<file path="config.mk">
export PLATFORM = sky130hd
export DESIGN_NAME = bpc_front
export DESIGN_NICKNAME = d
export VERILOG_FILES = /design/src/design/byte_playfair_cipher_stream_defines.svh /design/src/design/bpc_pkg.sv /design/src/design/bpc_front.sv
export SDC_FILE = /design/constraint.sdc
export NUM_CORES = 1
export LEC_CHECK = 0
export BUFFER_PORTS_ARGS = -buffer_cell sky130_fd_sc_hd__buf_2
export CAP_MARGIN = 5
export CORE_UTILIZATION = 40
export CTS_BUF_LIST = sky130_fd_sc_hd__clkbuf_4 sky130_fd_sc_hd__clkbuf_8
export CTS_CLUSTER_DIAMETER = 30
export CTS_CLUSTER_SIZE = 24
export DETAILED_ROUTE_END_ITERATION = 10
export PLACE_DENSITY = 0.63
export SLEW_MARGIN = 20
export SYNTH_ARGS = -nofsm -noshare
export SYNTH_HDL_FRONTEND = slang
export SYNTH_SLANG_ARGS = --single-unit
</file>
<file path="constraint.sdc">
create_clock -name clk -period 3.65 [get_ports clk]
set_input_delay 0.73 -clock clk [delete_from_list [all_inputs] [get_ports clk]]
set_output_delay 0.73 -clock clk [all_outputs]
set_load 0.01 [all_outputs]
</file>
<file path="src/design/byte_playfair_cipher_stream_defines.svh">
// assertion helpers for the playfair stream block
`ifndef BYTE_PLAYFAIR_CIPHER_STREAM_DEFINES_SVH
`define BYTE_PLAYFAIR_CIPHER_STREAM_DEFINES_SVH

// condition that holds at every clock edge out of reset
`define BPC_ASSERT_ALWAYS(lbl, cond, msg) \
	lbl: assert property (@(posedge clk) disable iff (!arst_n) (cond)) else $error(msg);

// same-cycle implication
`define BPC_ASSERT_IMPL(lbl, ante, cons, msg) \
	lbl: assert property (@(posedge clk) disable iff (!arst_n) (ante) |-> (cons)) \
		else $error(msg);

`endif

</file>
<file path="src/design/bpc_pkg.sv">
`timescale 1ns / 1ps

package bpc_pkg;

	localparam int SQUARE_SIDE = 16;
	localparam int CELLS       = 256;
	localparam logic [7:0] FILLER = 8'hFF;
	localparam int MAX_RESULTS = 4;

	localparam logic [1:0] CMD_KEY_BYTE = 2'd0;
	localparam logic [1:0] CMD_KEY_DONE = 2'd1;
	localparam logic [1:0] CMD_ENCRYPT  = 2'd2;
	localparam logic [1:0] CMD_DECRYPT  = 2'd3;

	typedef struct packed {
		logic [1:0] command;
		logic [7:0] symbol;
		logic       message_last;
	} in_item_t;

	typedef struct packed {
		logic [7:0] out_symbol;
		logic       run_last;
		logic       message_end;
		logic       odd_length_error;
	} out_item_t;

	typedef enum logic [1:0] {
		OP_KEY,
		OP_DONE,
		OP_ENC,
		OP_DEC
	} op_t;

	typedef struct packed {
		op_t        op;
		logic [7:0] symbol;
		logic       last;
	} work_t;

	typedef struct packed {
		logic       draining;
		logic [2:0] res_n;
	} bpc_status_t;

	typedef enum logic [3:0] {
		B_IDLE,
		B_KEY,
		B_FILL,
		B_ENC0,
		B_PUSH,
		B_POS,
		B_SQ,
		B_MAP,
		B_AFTER,
		B_FIN,
		B_DRAIN
	} back_state_t;

endpackage

</file>
<file path="src/design/bpc_front.sv">
`timescale 1ns / 1ps

module bpc_front (
	input  logic               clk,
	input  logic               arst_n,
	input  logic               in_valid,
	output logic               in_ready,
	input  bpc_pkg::in_item_t  in_data,
	output logic               w_valid,
	input  logic               w_ready,
	output bpc_pkg::work_t     w_data
);

	bpc_pkg::work_t q_q [2];
	logic       wr_q;
	logic       rd_q;
	logic [1:0] cnt_q;
	bpc_pkg::work_t cls;
	logic push;
	logic pop;

	// decode the command into an operation class
	always_comb begin
		cls.symbol = in_data.symbol;
		cls.last   = in_data.message_last;
		case (in_data.command)
			bpc_pkg::CMD_KEY_BYTE: cls.op = bpc_pkg::OP_KEY;
			bpc_pkg::CMD_KEY_DONE: cls.op = bpc_pkg::OP_DONE;
			bpc_pkg::CMD_ENCRYPT:  cls.op = bpc_pkg::OP_ENC;
			bpc_pkg::CMD_DECRYPT:  cls.op = bpc_pkg::OP_DEC;
			default:               cls.op = bpc_pkg::OP_KEY;
		endcase
	end

	assign in_ready = (cnt_q != 2'd2);
	assign w_valid  = (cnt_q != 2'd0);
	assign w_data   = q_q[rd_q];
	assign push     = in_valid && in_ready;
	assign pop      = w_valid && w_ready;

	always_ff @(posedge clk or negedge arst_n) begin
		if (!arst_n) begin
			wr_q  <= 1'b0;
			rd_q  <= 1'b0;
			cnt_q <= 2'd0;
		end else begin
			if (push) begin
				wr_q <= ~wr_q;
			end
			if (pop) begin
				rd_q <= ~rd_q;
			end
			cnt_q <= cnt_q + {1'b0, push} - {1'b0, pop};
		end
	end

	always_ff @(posedge clk) begin
		if (push) begin
			q_q[wr_q] <= cls;
		end
	end

endmodule

</file>
## Word level (Yosys, flattened, before mapping)

Memories as Yosys holds them, arrays and structs flattened.
Cells that the tools add are included.

| word-level totals | value |
|---|---|
| memories | 1 |
| register bits after elaboration | 4 |
| RAM bits | 22 |
| output and inout port bits | 13 |

| operators by class | value |
|---|---|
| eq/ne operators | 4 |
| bitwise logic cells | 2 |
| add/sub/neg operators | 2 |
| mux-type cells | 3 |
| reductions and logical operators | 4 |

Memories:

| memory | words | width | rd ports | clocked after memory_dff | write ports | RTL line | text |
|---|---|---|---|---|---|---|---|
| q_q | 2 | 11 | 1 | 0 | 1 | bpc_front.sv:14 | `bpc_pkg::work_t q_q [2];` |

Operators by type and width:

| cell | count |
|---|---|
| 2-bit case mux with 4 select lines | 1 |
| 2-bit equality test, second input constant | 2 |
| 2-bit by 1-bit adder with 2-bit output | 1 |
| 2-bit by 1-bit equality test with 1-bit output, second input constant | 1 |
| 1-bit logical AND | 2 |
| 2-bit zero test | 1 |
| 1-bit 2-to-1 mux | 2 |
| 2-bit inequality test, second input constant | 1 |
| 1-bit inverter | 2 |
| 2-bit nonzero test | 1 |
| 2-bit by 1-bit subtractor with 2-bit output | 1 |

## Logic depth before layout (Yosys ltp)

Gate-level depths: netlist (run 1).

| logic depth | value |
|---|---|
| depth after elaboration | 4 |
| mapped depth | 5 |
| mapped depth without buffers | 5 |

## Worst setup path before layout (run 1)

Ideal clock, no wire load.

| path | value |
|---|---|
| path type | input to register |
| from | in in_valid |
| to | mem q_q[0][0] (netlist bit) (enable) |
| cell stages on the path | 2 |
| required time | 3.272 ns |
| setup slack | 1.979 ns |
| arrival time | 1.293 ns |
| library setup time | 0.378 ns |
| path buffers | 0 |
| cells stage by stage | nand2_1 nor2_1 |

| on the way | value |
|---|---|
| cells in the longest elaborated chain, start to end | 3 |

RTL lines:

| element | RTL line | text |
|---|---|---|
| start, declared | bpc_front.sv:6 | `input logic in_valid,` |
| 1-bit logical AND | bpc_front.sv:38 | `assign push = in_valid && in_ready;` |
| 1-bit 2-to-1 mux | bpc_front.sv:58 | `if (push) begin` |
| 1-bit 2-to-1 mux (implied by the code) | bpc_front.sv:59 | `q_q[wr_q] <= cls;` |
| end, declared | bpc_front.sv:14 |  |

No other way between the ends.

==> results of run 1 <==
## per-stage QoR
stage / cells / power (W) / utilization [%]
after floorplan: 58 / 0.0006572 / -
after global placement: 110 / 0.0007528 / 51.09
after detailed placement: 110 / 0.0007603 / 51.09
after CTS: 114 / 0.0008993 / 52.67
after global routing: 114 / 0.0009388 / 52.67
final: 114 / 0.0008834 / 52.67
## area by class of cell
cell class	instances	area, um^2
clock buffers	4	36.28
fillers	207	1087
multi-input cells	29	242.7
flip-flops and latches	26	760.7
well taps	28	35.03
repair buffers	27	135.1
## kinds of logic after synthesis
family / after synthesis / synth area share (%)
buffers and inverters: 3 / 1.231
adders and majority gates: 1 / 1.231
AOI/OAI and AO/OA: 4 / 3.079
muxes: 11 / 12.19
DFF: 26 / 74.88
and+or+nand+nor: 10 / 4.804
xor gates and xnor gates: 3 / 2.587
## metal layers
metal,part of all wire (%),vias to the layer above,routed length (um),GRT usage (%)
met5,0,-,0,0
met4,0.88,0,13,7.895
met3,5.6,2,83,3.188
met2,51,14,760,20.25
met1,42,263,623,13.45
li1,-,272,-,-
## power groups by stage
stage               clock [W]  combinational, W  sequential (W)
CTS                  0.000144          0.000282        0.000473
global route         0.000152          0.000302        0.000484
global placement            0          0.000275        0.000477
detailed placement          0          0.000282        0.000479
floorplan                   0          0.000211        0.000446
finish               0.000137          0.000275        0.000471
## layout by cell type, fill, tap and decap left out, types with 2 or more instances in the layout
master    count
buf_2        27
dfrtp_1       4
clkbuf_4      3
mux2_2       11
edfxtp_1     22
xnor2_1       3
nor2_1        3
nand2_1       2
## critical path: stages, from the launching register on
cell and delay, ps:
dfrtp_1 680, mux2_2 390, buf_2 140
## registers in the layout, indices dropped and copies added (netlist names)
| register | flops |
|---|---|
| q_q | 22 |
| rd_q | 1 |
| cnt_q | 2 |
| wr_q | 1 |
## worst paths after layout
kind	from	end	cells after the start
setup / recovery	rd_q$_DFFE_PN0P_	w_data[6]	2
max in group asynchronous	arst_n	rd_q$_DFFE_PN0P_	1
hold reg to reg	wr_q$_DFFE_PN0P_	wr_q$_DFFE_PN0P_	1
setup reg to reg	cnt_q[0]$_DFF_PN0_	q_q[0][2]$_DFFE_PP_	3
hold / removal	arst_n	cnt_q[0]$_DFF_PN0_	1
min in group clk	wr_q$_DFFE_PN0P_	wr_q$_DFFE_PN0P_	1
==> impl_results.md, run 1 <==
- Outcome: complete, no violations
- Cells after synthesis: between 50 and 60
- Routed wire length: around 1500 um
- Post-synth EDFFs: 22
- Combinational power share: between 30% and 40%
- Num ports: 28
- DP HPWL: about 1100 um
- Yosys top cell area share: around 65%
- Root Buffer: clkbuf_4
- Switching portion of total power: between 30% and 40%
- Ys Warns: 0
- Main synth FF type: edfxtp_1
- # diodes: 0
- Layout cells sized above 1: 50.00%
- Vias in the first global route: 528
- Post-synth top area cell: edfxtp_1
- # H-tree levels: 1
- DRC violations left: 0
- Fmax: between 0.4 and 0.5 GHz
- Tmin final: 2251 ps
- Cts bufs inserted: 3
- Initial core utilization: 44.23%
- CP Capture Type: output pin
- RSZ-0062 raised after global routing: false
- Max FO, Critical Path: 12
- Async SR Flop Fraction: ~15%
- Worst clock skew: approximately 1.6 ps
- CTS clock-pin slew for the worst setup and hold paths: around 120 ps
- Clock power share: between 15 and 20%
- Std-Cell Rows: 17
- Core ar.: 2297 um^2
- Top cells by area, synth: edfxtp_1, mux2_2, dfrtp_1, xnor2_1, ha_1
- Synth unique cells: 18
- Post-route setup slack: about 1400 ps
- Clock Latency Late Sink: a little over 300 ps
- Setup TNS: 0 ps
- Post_cts resized: 0
- Period utilisation layout: 61.67%
- TritonCTS clock tree: yes
- Vias/cell: a little under 5
- First-pass GRT wire length: 2290 um
- Wire per inst: about 13 um
- Part of the power in registers: 53.3%
- Final Hold Vio Count: 0
- Post-synth top cells: edfxtp_1, mux2_2, dfrtp_1
- Syn avg cell area: 17.52 um^2
- Max Root-Sink Buffers: 2
- Pint: roughly 0.00062 W
- Startpoint types: flip-flop
- Switch Pwr: 0.0002657 W
- Syn nets: 74
- Net count reported at finish: slightly above 100
- Slew Viols, Final: 0
- Chip height: 52.40 um
- Most numerous cell in the Yosys netlist: edfxtp_1
- Setup Crit Path Kind: flip-flop to output pin
- Iter 0 DRT Violations: 2
- Antenna violations before repair: 0
- Slew @ Worst Pin: approximately 890 ps
- Max-capacitance violation count: 0
- DR pass1 iterations: 3
- Worst EP arrival: approximately 1500 ps
- Rel. slew slack: about two fifths
- Worst min path class: input pin to async pin
- GRT Util Overall: between 10% and 20%
- Design Area, Final: between 1000 and 1500 um^2
- Register area share after synthesis: between 70% and 80%
- Seq cells post-synth: 26
- Final setup violation count: 0
- P_leak: approximately 0.47 nW
- Final Wtd Congestion: between 0.6 and 0.7
- Largest net degree at the start of global routing: 15
- Worst slack at placement: around 1600 ps
- CTS Hold Bufs: 0
- Total Die Area: around 2700 um^2
- R2r setup slk: about 1900 ps
- Vias: approximately 550
- WHS: just under 200 ps
- Grt ovf: 0
- # Post-CTS Setup Buffers: 0
- Mapped Area: just over 1000 um^2
- CTS sink cnt: 26
- Max VDD drop: roughly 0.38 mV
- Critical Path RT: 2920 ps
- PortBufs: 27
- PwrDens: approximately 730 nW/um^2
- Dpl cell area: 1174 um^2
- Syn-to-layout area delta: 19.09%
- Die X: 52.40 um
- Antenna Violating Nets Remaining: 0
Power figures use the tool's default switching activity.
==> run 2, diff against run 1 <==
==> constraint.sdc (replaced) <==
create_clock -name clk -period 2.19 [get_ports clk]
set_input_delay 0.438 -clock clk [delete_from_list [all_inputs] [get_ports clk]]
set_output_delay 0.438 -clock clk [all_outputs]
set_load 0.01 [all_outputs]
==> impl_results.md, run 2 (synthesized netlist as in run 1, its figures left out) <==
- Outcome: complete, no violations (unchanged)
- Combinational power share: 32.1% (was 31.2%)
- R2r setup slk: 620 ps (was 1890 ps)
- Part of the power in registers: 53.6% (was 53.3%)
- Regs by FF count: q_q: 22 flops, cnt_q: 2 flops (unchanged)
- P_leak: 0.4786 nW (was 0.4718 nW)
- Setup TNS: 0 ps (unchanged)
- Kind of cell adding the most delay to the critical path: flip-flops (unchanged)
- Filler cells: 210 (was 207)
- Critical path's slowest cell: dfrtp_1 (unchanged)
- Slew @ Worst Pin: 514.6 ps (was 891.4 ps)
- Clock power share: 14.3% (was 15.5%)
- DR pass1 iterations: 3 (unchanged)
- Dpl cell area: 1181 um^2 (was 1174 um^2)
- Vias/cell: 4.853 (was 4.833)
- Design Area, Final: 1221 um^2 (was 1210 um^2)
- Cts bufs inserted: 3 (unchanged)
- Most frequent cells in the layout: buf_2, edfxtp_1, mux2_2 (unchanged)
- Worst min path class: input pin to flip-flop (was input pin to async pin)
- Largest register FFs: 22 (unchanged)
- Vias: 563 (was 551)
- Initial core utilization: 44.23% (unchanged)
- Most flops, register: q_q (unchanged)
- DRC violations left: 0 (unchanged)
- RSZ-0062 raised after global routing: false (unchanged)
- Antenna violations before repair: 0 (unchanged)
- Net count reported at finish: 105 (was 103)
- CTS sink cnt: 26 (unchanged)
- Max-capacitance violation count: 0 (unchanged)
- Tmin final: slightly below 2000 ps
- Slew Viols, Final: 0 (unchanged)
- Iter 0 DRT Violations: 10 (was 2)
- Multi-input combinational cell area: 242.7 um^2 (unchanged)
- Root Buffer: clkbuf_4 (unchanged)
- GRT Util Overall: 11.32% (was 12.12%)
- Startpoint types: flip-flop (unchanged)
- Routed wire length: 1444 um (was 1481 um)
- R2R depth: 4 (was 3)
- Chip height: 52.40 um (unchanged)
- Worst r2r src: cnt_q[0]$_DFF_PN0_ (unchanged)
- PortBufs: 27 (unchanged)
- Total power: 0.001459 W (was 0.0008834 W)
- Setup Crit Path Kind: flip-flop to output pin (unchanged)
- Rel. slew slack: 65.69% (was 40.35%)
- Max FO, Critical Path: 12 (unchanged)
- Num ports: 28 (unchanged)
- Largest net degree at the start of global routing: 15 (unchanged)
- PwrDens: 1195 nW/um^2 (was 730.2 nW/um^2)
- Clock Latency Late Sink: 300 ps (was 310 ps)
- Max VDD drop: 0.6445 mV (was 0.3836 mV)
- TritonCTS clock tree: yes (unchanged)
- Layout cells sized above 1: 50.00% (unchanged)
- Switch Pwr: 0.0004404 W (was 0.0002657 W)
- Worst EP arrival: 1530 ps (was 1520 ps)
- Critical Path RT: 1750 ps (was 2920 ps)
- DP HPWL: 1075 um (was 1085 um)
- Std-Cell Rows: 17 (unchanged)
- Total Die Area: 2745 um^2 (unchanged)
- Grt ovf: 0 (unchanged)
- Antenna Violating Nets Remaining: 0 (unchanged)
- Reg2Reg Capture Point: q_q[0][2]$_DFFE_PP_ (unchanged)
- Syn-to-layout area delta: 20.20% (was 19.09%)
- Vias in the first global route: 509 (was 528)
- Switching portion of total power: 30.18% (was 30.08%)
- Final Hold Vio Count: 0 (unchanged)
- Cell chain of the critical path: mux2_2, buf_2 (unchanged)
- Pint: 0.001019 W (was 0.0006177 W)
- Final Wtd Congestion: 0.6640 (was 0.6168)
- Period utilisation layout: around 90%
- Bufs and invs on worst path: 1 (unchanged)
- CP Capture Type: output pin (unchanged)
- Core ar.: 2297 um^2 (unchanged)
- Hold Path Cell Cnt: 1
- # H-tree levels: 1 (unchanged)
- Max Root-Sink Buffers: 2 (unchanged)
- # diodes: 0 (unchanged)
- Fmax: slightly above 0.5 GHz
- CTS clock-pin slew for the worst setup and hold paths: 130 ps (was 120 ps)
- Register area: 760.7 um^2 (unchanged)
- Hold path start: in_data[2]
- # Post-CTS Setup Buffers: 0 (unchanged)
- Worst clock skew: 2.431 ps (was 1.607 ps)
- Final setup violation count: 0 (unchanged)
- Commonest non-fill, non-tap cell in the layout: buf_2 (unchanged)
- Die X: 52.40 um (unchanged)
- First-pass GRT wire length: 2152 um (was 2290 um)
- Wire per inst: 12.45 um (was 12.99 um)
- Hold endpoint: q_q[0][2]$_DFFE_PP_
- Crit path largest cell delay: 680 ps (about the same)
==> run 2: cell types whose count changed in the layout (fill, tap and decap cells not counted), sizes merged <==
cell         before  now
dlygate4sd3       0    1
buf              27   28
==> run 2: power by group through the flow <==
stage               Clock [W]  Sequential, W  Combinational (W)
floorplan                   0       0.000743           0.000352
global placement            0       0.000791           0.000469
detailed placement          0       0.000797           0.000475
CTS                  0.000217       0.000785           0.000479
global route         0.000229       0.000802           0.000514
finish               0.000208       0.000783           0.000468
==> run 2: area by class of cell <==
class | count | share of cell area, %
clock buffer | 4 | 2.459
multi-input combinational | 29 | 19.88
sequential | 26 | 62.30
tap | 28 | 2.869
timing repair buffer | 29 | 12.50
==> run 2: what timing repair did <==
action,4_1_cts,5_1_grt
setup endpoints to repair,0,0
endpoints found under the hold margin,4,0
resized for setup,0,0
hold buffers,1,0
==> run 2: worst max path at each step <==
stage                        from                   to  slack, ps  depth (start not counted)
3_3_place_gp     rd_q$_DFFE_PN0P_            w_data[9]        570                          2
4_1_cts          rd_q$_DFFE_PN0P_            w_data[7]        200                          2
5_1_grt          rd_q$_DFFE_PN0P_            w_data[1]        140                          2
2_1_floorplan  cnt_q[0]$_DFF_PN0_  q_q[0][0]$_DFFE_PP_        620                          3
3_5_place_dp     rd_q$_DFFE_PN0P_            w_data[9]        570                          2
6_report         rd_q$_DFFE_PN0P_            w_data[7]        220                          2
==> run 2: stage by stage <==
stage	worst slack (ps)	hold slack, ps	std cells	utilization [%]
finish	223.7	313.8	116	53.16
global route	138.9	296.2	116	53.16
CTS	201.4	300.5	116	53.16
detailed placement	566.4	250.5	111	51.42
global placement	569.7	249.3	111	51.42
floorplan	615.6	142.4	58	-
==> run 2: per-layer routing <==
layer  vias up  GRT usage, %  wire length [um]
li1        279             -                 -
met1       268         12.52               629
met3         2         1.739                58
met4         0         7.895                16
met2        14         19.62               739
met5         -             0                 0
==> run 2: worst register-to-register path: stages (launching register included) <==
cell	delay, ps
dfrtp_1	460
nand2b_1	160
nand2_1	90
nor2_1	340
buf_4	250
